<file path="src/hfmc_pkg.sv">
// shared types, constants and hash helpers for the hashed memo cache
`timescale 1ns / 1ps
package hfmc_pkg;

  localparam int SET_BITS   = 8;
  localparam int WAYS       = 4;
  localparam int WAY_BITS   = (WAYS > 1) ? $clog2(WAYS) : 1;
  localparam int SETS       = 1 << SET_BITS;
  localparam int OCC_W      = 11;
  localparam logic [OCC_W-1:0] OCC_MAX = {OCC_W{1'b1}};
  localparam int FIFO_DEPTH = 2;
  localparam int FIFO_PTR_W = 1;
  localparam int FIFO_CNT_W = 2;
  localparam int HASH_STAGES = 9;

  localparam logic [63:0] MIX_C1 = 64'hbf58476d1ce4e5b9;
  localparam logic [63:0] MIX_C2 = 64'h94d049bb133111eb;
  localparam logic [63:0] GOLDEN = 64'h9e3779b97f4a7c15;
  localparam int SHIFT_A = 30;
  localparam int SHIFT_B = 27;
  localparam int SHIFT_C = 31;

  typedef enum logic {
    OP_LOOKUP = 1'b0,
    OP_INSERT = 1'b1
  } op_e;

  typedef enum logic {
    BK_IDLE,
    BK_EVAL
  } back_state_e;

  typedef struct packed {
    op_e         op;
    logic [63:0] key_prefix;
    logic [63:0] key_suffix;
    logic [63:0] value_low;
    logic [63:0] value_high;
  } item_t;

  typedef struct packed {
    item_t               item;
    logic                key_zero;
    logic [SET_BITS-1:0] set_idx;
    logic [WAY_BITS-1:0] evict_way;
  } queue_item_t;

  // partial products of a 64 x 64 multiply, low 64 bits only
  typedef struct packed {
    logic [63:0] ll;
    logic [31:0] lh;
    logic [31:0] hl;
  } pp_t;

  typedef struct packed {
    logic [WAYS-1:0][63:0]  tag_first;
    logic [WAYS-1:0][63:0]  tag_second;
    logic [WAYS-1:0][127:0] count;
  } row_t;

  typedef struct packed {
    logic             hit;
    logic [63:0]      found_low;
    logic [63:0]      found_high;
    logic             evicted;
    logic [OCC_W-1:0] entries_used;
  } result_t;

  function automatic logic [63:0] xor_shift(input logic [63:0] v, input int sh);
    return v ^ (v >> sh);
  endfunction

  function automatic pp_t mul_pp(input logic [63:0] x, input logic [63:0] c);
    pp_t         p;
    logic [63:0] lh_full;
    logic [63:0] hl_full;
    p.ll    = {32'b0, x[31:0]} * {32'b0, c[31:0]};
    lh_full = {32'b0, x[31:0]} * {32'b0, c[63:32]};
    hl_full = {32'b0, x[63:32]} * {32'b0, c[31:0]};
    p.lh    = lh_full[31:0];
    p.hl    = hl_full[31:0];
    return p;
  endfunction

  function automatic logic [63:0] mul_sum(input pp_t p);
    logic [31:0] mid;
    mid = p.lh + p.hl;
    return p.ll + {mid, 32'b0};
  endfunction

endpackage

</file>
<file path="src/hfmc_fifo.sv">
// two-entry queue between the hash pipe and the store sequencer
`timescale 1ns / 1ps
module hfmc_fifo (
  input  logic                  clk_i,
  input  logic                  rst_ni,
  input  logic                  push_valid_i,
  output logic                  push_ready_o,
  input  hfmc_pkg::queue_item_t push_item_i,
  output logic                  pop_valid_o,
  input  logic                  pop_i,
  output hfmc_pkg::queue_item_t pop_item_o
);
  import hfmc_pkg::*;

  queue_item_t           ent_q [FIFO_DEPTH];
  logic [FIFO_PTR_W-1:0] wr_ptr_q, rd_ptr_q;
  logic [FIFO_CNT_W-1:0] cnt_q;
  logic                  do_push, do_pop;

  assign push_ready_o = (cnt_q != FIFO_CNT_W'(FIFO_DEPTH));
  assign pop_valid_o  = (cnt_q != '0);
  assign pop_item_o   = ent_q[rd_ptr_q];
  assign do_push      = push_valid_i && push_ready_o;
  assign do_pop       = pop_i && pop_valid_o;

  function automatic logic [FIFO_PTR_W-1:0] ptr_inc(input logic [FIFO_PTR_W-1:0] p);
    return (p == FIFO_PTR_W'(FIFO_DEPTH - 1)) ? '0 : p + 1'b1;
  endfunction

  always_ff @(posedge clk_i or negedge rst_ni) begin
    if (!rst_ni) begin
      wr_ptr_q <= '0;
      rd_ptr_q <= '0;
      cnt_q    <= '0;
    end else begin
      if (do_push) wr_ptr_q <= ptr_inc(wr_ptr_q);
      if (do_pop)  rd_ptr_q <= ptr_inc(rd_ptr_q);
      if (do_push && !do_pop) begin
        cnt_q <= cnt_q + 1'b1;
      end else if (do_pop && !do_push) begin
        cnt_q <= cnt_q - 1'b1;
      end
    end
  end

  always_ff @(posedge clk_i) begin
    if (do_push) ent_q[wr_ptr_q] <= push_item_i;
  end

endmodule

</file>
<file path="config.mk">
export PLATFORM = sky130hd
export DESIGN_NAME = hfmc_fifo
export DESIGN_NICKNAME = d
export VERILOG_FILES = /design/src/hfmc_pkg.sv /design/src/hfmc_fifo.sv
export SDC_FILE = /design/constraint.sdc
export NUM_CORES = 1
export LEC_CHECK = 0
export BUFFER_PORTS_ARGS = -buffer_cell sky130_fd_sc_hd__buf_2
export CORE_MARGIN = 8
export CORE_UTILIZATION = 45
export CTS_CLUSTER_SIZE = 10
export DETAILED_ROUTE_END_ITERATION = 12
export HOLD_SLACK_MARGIN = 0.08
export PLACE_DENSITY = 0.82
export SLEW_MARGIN = 20
export SYNTH_ARGS = -nofsm -noshare
export SYNTH_HDL_FRONTEND = slang
export SYNTH_SLANG_ARGS = --single-unit
</file>
<file path="constraint.sdc">
create_clock -name clk_i -period 21.1 [get_ports clk_i]
set_clock_uncertainty 0.15 [all_clocks]
set_input_delay 4.22 -clock clk_i [delete_from_list [all_inputs] [get_ports clk_i]]
set_output_delay 4.22 -clock clk_i [all_outputs]
set_load 0.05 [all_outputs]
</file>
==> flow_summary_export.csv, run 1 <==
group,metric,value,unit
status,status,"finished, final reports clean",
die,core-area,0.0450,mm^2
global_route,grt_max_degree,80,
detailed_routing,wirelength,45200,um
layout,layout.nets,1709,
global_route,antenna_found_initial,13,
clock_network,clock_sinks,540,
logic_synthesis,yosysSeqAreaShare,0.795,
global_route,globalRouteOverflowTotal,0,
die,die_area,0.0523,mm^2
die,die_h,229,um
sta,setup_viol,0,
logic_synthesis,syn_inst,852,
sta,fmax,0.119,GHz
critical_path,cp.arrival,4.03,ns
critical_path,crit_path_max_fanout,65,
placement,post-dp-hpwl,31900,um
critical_path,cp-start-kind,"flip-flop",
pwr,leakage,9.95,nW
placement,port_buffers,541,
global_route,track_usage,0.165,
die,start_util,0.453,
placement,gp_congestion,0.793,
logic_synthesis,syn_nets,1125,
critical_path,crit_path_end_kind,"output port",
global_route,grt_pass1_wl,66200,um
clock_network,clock_tree.root_cell,"clkbuf_16",
detailed_routing,viasPerCell,4.93,
sta,hold_viol_final,0,
logic_synthesis,synthesis.area,0.0204,mm^2
pwr,irDropWorstVdd,144,uV
logic_synthesis,ys_seq_elements,540,
detailed_routing,ant_nets,0,
clock_network,cts_buffer_depth,3,
clock_network,htree_levels,2,
layout,drive_gt1_frac,0.612,
detailed_routing,drc_errors,0,
worst_hold_path,hp-class,"reg2reg",
clock_network,insertion_delay,0.59,ns
detailed_routing,num_vias,10200,
placement,dp_slack,13.30,ns
clock_network,post-cts-setup-buffers,0,
logic_synthesis,synth_cell_type_count,15,
detailed_routing,drt_iter0_markers,668,
sta,relSlewSlack,0.265,
die,num_io_pins,542,
sta,post-route-period-util,0.398,
sta,min_period,8.40,ns
clock_network,path_clk_slew,0.06,ns
critical_path,crit_required,16.73,ns
clock_network,cts_tree,"built",
global_route,first_global_vias,11000,
clock_network,ctsResizeCount,0,
layout,fill_cells,3312,
clock_network,cts_buffers,60,
clock_network,cts_hold_buffers,0,
die,die_x,229,um
die,std_cell_rows,78,
logic_synthesis,synth-warning-count,0,
sta,slew_viol_final,0,
pwr,power,0.00427,W
critical_path,worstSetupPathType,"reg2out",
detailed_routing,firstDrtPassIters,5,
sta,finalWorstSetupSlack,12.70,ns
sta,max_slew.worst_pin.slew,1.10,ns
detailed_routing,wl_per_cell,21.9,um
flow_run,max_cap_viol_count,0,
logic_synthesis,syn_area_per_cell,23.9,um^2
sta,rsz0062_at_grt,"no",
layout,area_growth,24.0,%
sta,finalSetupTns,0,ns
pwr,cellPowerDensity,169,mW/mm^2
-- per-layer routing --
metal,wire length (um),global-route usage,up-vias
li1,-,-,4573
met1,16100,0.179,5056
met2,23700,0.289,458
met3,4130,0.0608,79
met4,1200,0.0668,8
met5,46,0,-
-- synth_stat cells --
library cell	number	area, um^2
and3_1	1	6.26
or2_2	1	6.26
inv_1	1	3.75
nor2_1	2	7.51
mux2_4	200	3000
dfrtp_1	4	100
ha_1	1	12.5
nand2b_1	1	6.26
buf_6	25	282
edfxtp_1	536	16100
mux2_2	68	766
buf_2	5	25.0
nand2_1	2	7.51
xnor2_1	3	26.3
xor2_1	2	17.5
-- state kept, by name, indices dropped and copies added, names as in the netlist --
register and flops:
wr_ptr_q 1, cnt_q 2, ent_q 536, rd_ptr_q 1
-- where the power goes --
group	switching (W)	internal, W	leakage (nW)
combinational	0.00130	0.000545	4.14
sequential	0.0000758	0.00147	5.02
clock	0.000364	0.000513	0.782
-- per-stage QoR --
stage,cells,hold WS [ns],utilization,instance area [um^2]
3_5_place_dp,1974,0.329,0.525,23600
6_report,2062,0.345,0.561,25200
3_3_place_gp,1974,0.324,0.525,23600
5_1_grt,2059,0.371,0.561,25200
2_1_floorplan,852,0.306,-,20400
4_1_cts,2052,0.345,0.561,25200
-- critical path, cell delays in order (launching register included) --
cell and delay (ns):
dfrtp_4 0.89, buf_4 0.82, buf_4 0.89, mux2_2 0.43, buf_2 0.21
-- final cells by class --
| type | count | area [um^2] | area share |
|---|---|---|---|
| antenna | 10 | 25.0 | 0.000991 |
| clock buffer | 74 | 1580 | 0.0624 |
| clock inverter | 4 | 30.0 | 0.00119 |
| inverter | 1 | 3.75 | 0.000149 |
| multi-input combinational | 281 | 3870 | 0.153 |
| sequential | 540 | 16200 | 0.642 |
| tap | 600 | 751 | 0.0297 |
| timing repair buffer | 552 | 2790 | 0.111 |
-- kinds of logic (layout without fill, tap and decap cells) --
| group | count (synthesis) | count (layout) | share of synthesized area |
|---|---|---|---|
| multiplexers | 268 | 268 | 0.185 |
| flip-flops | 540 | 540 | 0.795 |
| XOR/XNOR | 5 | 5 | 0.00215 |
| buffers and inverters | 31 | 631 | 0.0152 |
| adder cells (fa/ha/maj) | 1 | 1 | 0.000614 |
| AND/OR/NAND/NOR | 7 | 7 | 0.00166 |
| other | 0 | 10 | 0 |
-- worst paths after layout --
| check | from | end | slack [ns] | cells past startpoint |
|---|---|---|---|---|
| max | rd_ptr_q | pop_item_o[236] | 12.70 | 4 |
| min | cnt_q[1] | cnt_q[1] | 0.34 | 1 |
| max reg2reg | cnt_q[0] | ent_q[0][174] | 17.35 | 6 |
| min reg2reg | cnt_q[1] | cnt_q[1] | 0.34 | 1 |
| max in group asynchronous | rst_ni | rd_ptr_q | 17.39 | 1 |
| min in group asynchronous | rst_ni | wr_ptr_q | 3.27 | 1 |
-- placed cells by master, fill, tap and decap left out, types with 2 or more instances in the layout --
cell,synthesis,final
inv_6,0,2
mux2_2,68,68
xnor2_1,3,3
edfxtp_1,536,536
nand2_1,2,2
dfrtp_1,4,3
mux2_4,200,200
buf_4,0,11
xor2_1,2,2
buf_2,5,541
diode_2,0,10
clkbuf_1,0,13
clkbuf_16,0,61
Power figures use the tool's default switching activity.
==> run 2, diff against run 1 <==
Settings changed: PLACE_DENSITY 0.82 to 0.85.
Clock period 21.1 ns to 6.8 ns, I/O delays scaled along.
==> run 2 against run 1 <==
Design area up 0.26%. Sequential share of layout area down 0.16 points. Critical path depth down 1. Die area unchanged. Global-route usage down 0.085 points.
==> flow_summary_export.csv, run 2 (synthesis gave the netlist of run 1 again) <==
group,metric,value,unit
status,status,"finished, final reports clean",
critical_path,crit_path_max_fanout,120,
layout,mostFrequentLayoutCells,"buf_2, edfxtp_1, mux2_4, mux2_2, clkbuf_16",
clock_network,cts_hold_buffers,0,
sta,fmax,0.231,GHz
detailed_routing,viasPerCell,4.94,
clock_network,clock_tree.root_cell,"clkbuf_16",
layout,area_growth,24.3,%
detailed_routing,ant_nets,0,
critical_path,crit_path_top_delay_cell,"dfrtp_4",
detailed_routing,routed-wl-met3,3970,um
layout,ff_latch_area,0.0162,mm^2
sta,finalSetupTns,0,ns
pwr,cellPowerDensity,525,mW/mm^2
clock_network,cts_tree,"built",
sta,rsz0062_at_grt,"no",
detailed_routing,highest_layer,"met5",
die,die_area,0.0523,mm^2
die,die_x,229,um
sta,min_period,4.33,ns
layout,multi_input_area,0.00387,mm^2
layout,reg_top3,"ent_q (536), cnt_q (2)",
detailed_routing,wirelength,45700,um
global_route,globalRouteOverflowTotal,0,
die,std_cell_rows,78,
detailed_routing,drt_iter0_markers,637,
clock_network,ctsResizeCount,0,
clock_network,cts_buffer_depth,3,
detailed_routing,num_vias,10200,
sta,relSlewSlack,0.304,
layout,fin_cells,2068,
die,die_h,229,um
layout,fill_cells,3293,
worst_hold_path,hp-class,"reg2reg",
critical_path,crit_path_end_kind,"output port",
clock_network,clock_sinks,540,
sta,setup_viol,0,
critical_path,worstSetupPathType,"reg2out",
clock_network,path_clk_slew,0.05,ns
placement,gp_congestion,0.767,
critical_path,crit_required,5.29,ns
global_route,first_global_vias,11100,
die,num_io_pins,542,
global_route,antenna_found_initial,17,
critical_path,cp-start-kind,"flip-flop",
die,start_util,0.453,
clock_network,htree_levels,2,
sta,post-route-period-util,0.636,
sta,hold_viol_final,0,
detailed_routing,wl_per_cell,22.1,um
layout,regMostFlops,"ent_q",
clock_network,post-cts-setup-buffers,0,
layout,layout.nets,1706,
flow_run,max_cap_viol_count,0,
sta,max_slew.worst_pin.slew,1.04,ns
detailed_routing,wl_met2,24000,um
placement,place_inst,1970,
clock_network,insertion_delay,0.58,ns
detailed_routing,drc_errors,0,
layout,final_common_cell,"buf_2",
critical_path,cpPeakStageDelay,0.76,ns
clock_network,cts_buffers,61,
layout,drive_gt1_frac,0.610,
detailed_routing,wl_met1,16300,um
placement,post-dp-hpwl,31700,um
global_route,grt_pass1_wl,66300,um
pwr,leakage,9.95,nW
global_route,grt_max_degree,141,
pwr,irDropWorstVdd,443,uV
sta,slew_viol_final,0,
critical_path,path_cells,"buf_12 > mux2_4 > buf_2",
global_route,track_usage,0.164,
placement,port_buffers,541,
detailed_routing,firstDrtPassIters,5,
critical_path,cp.arrival,2.82,ns
die,core-area,0.0450,mm^2
layout,largest_register_ffs,536,
==> run 2: changes by cell type in the layout (fill, tap and decap cells not counted), sizes merged <==
cell      previous run  this run
clkbuf              74        76
buf                552       548
clkinvlp             0         1
diode               10        15
clkinv               2         4
==> run 2: cell type report <==
class / count / area share
Sequential cell: 540 / 0.640
Multi-Input combinational cell: 281 / 0.153
Timing Repair Buffer: 548 / 0.112
Clock buffer: 76 / 0.0625
Tap cell: 600 / 0.0297
Clock inverter: 7 / 0.00168
Antenna cell: 15 / 0.00148
Inverter: 1 / 0.000148
==> run 2: worst max-delay path, delay by kind of cell (launching register included) <==
| family | cells | cell delay [ns] |
|---|---|---|
| muxes | 1 | 0.36 |
| DFF | 1 | 0.76 |
| buffers and inverters | 2 | 0.81 |
==> run 2: report_power, final <==
part           internal [W]  switching, W  total (W)
Clock               0.00160       0.00114    0.00275
Sequential          0.00456      0.000228    0.00479
Combinational       0.00172       0.00403    0.00575
==> run 2: path summary, 6_finish.rpt <==
path	startpoint	slack, ns	to	depth (start not counted)
worst max-delay path	rd_ptr_q	2.47	pop_item_o[174]	3
worst min-delay path	cnt_q[1]	0.35	cnt_q[1]	1
worst max register to register	cnt_q[0]	4.14	ent_q[1][186]	3
worst min register to register	cnt_q[1]	0.35	cnt_q[1]	1
max in group asynchronous	rst_ni	5.94	rd_ptr_q	1
min in group asynchronous	rst_ni	0.42	cnt_q[1]	1
==> run 2: per-stage QoR <==
stage	total power, W	hold slack (ns)	setup WS [ns]	utilization	instance area [um^2]
final	0.0133	0.349	2.47	0.563	25300
after global routing	0.0137	0.363	2.37	0.562	25300
after CTS	0.0134	0.343	2.45	0.562	25300
after detailed placement	0.0106	0.329	3.11	0.526	23600
after global placement	0.0105	0.322	3.16	0.526	23600
after floorplan	0.00958	0.306	0.747	-	20400
==> run 2: per-layer routing <==
metal	global-route usage	vias to the layer above
met3	0.0593	86
met4	0.0714	4
met2	0.291	449
met5	0	-
li1	-	4561
met1	0.173	5119
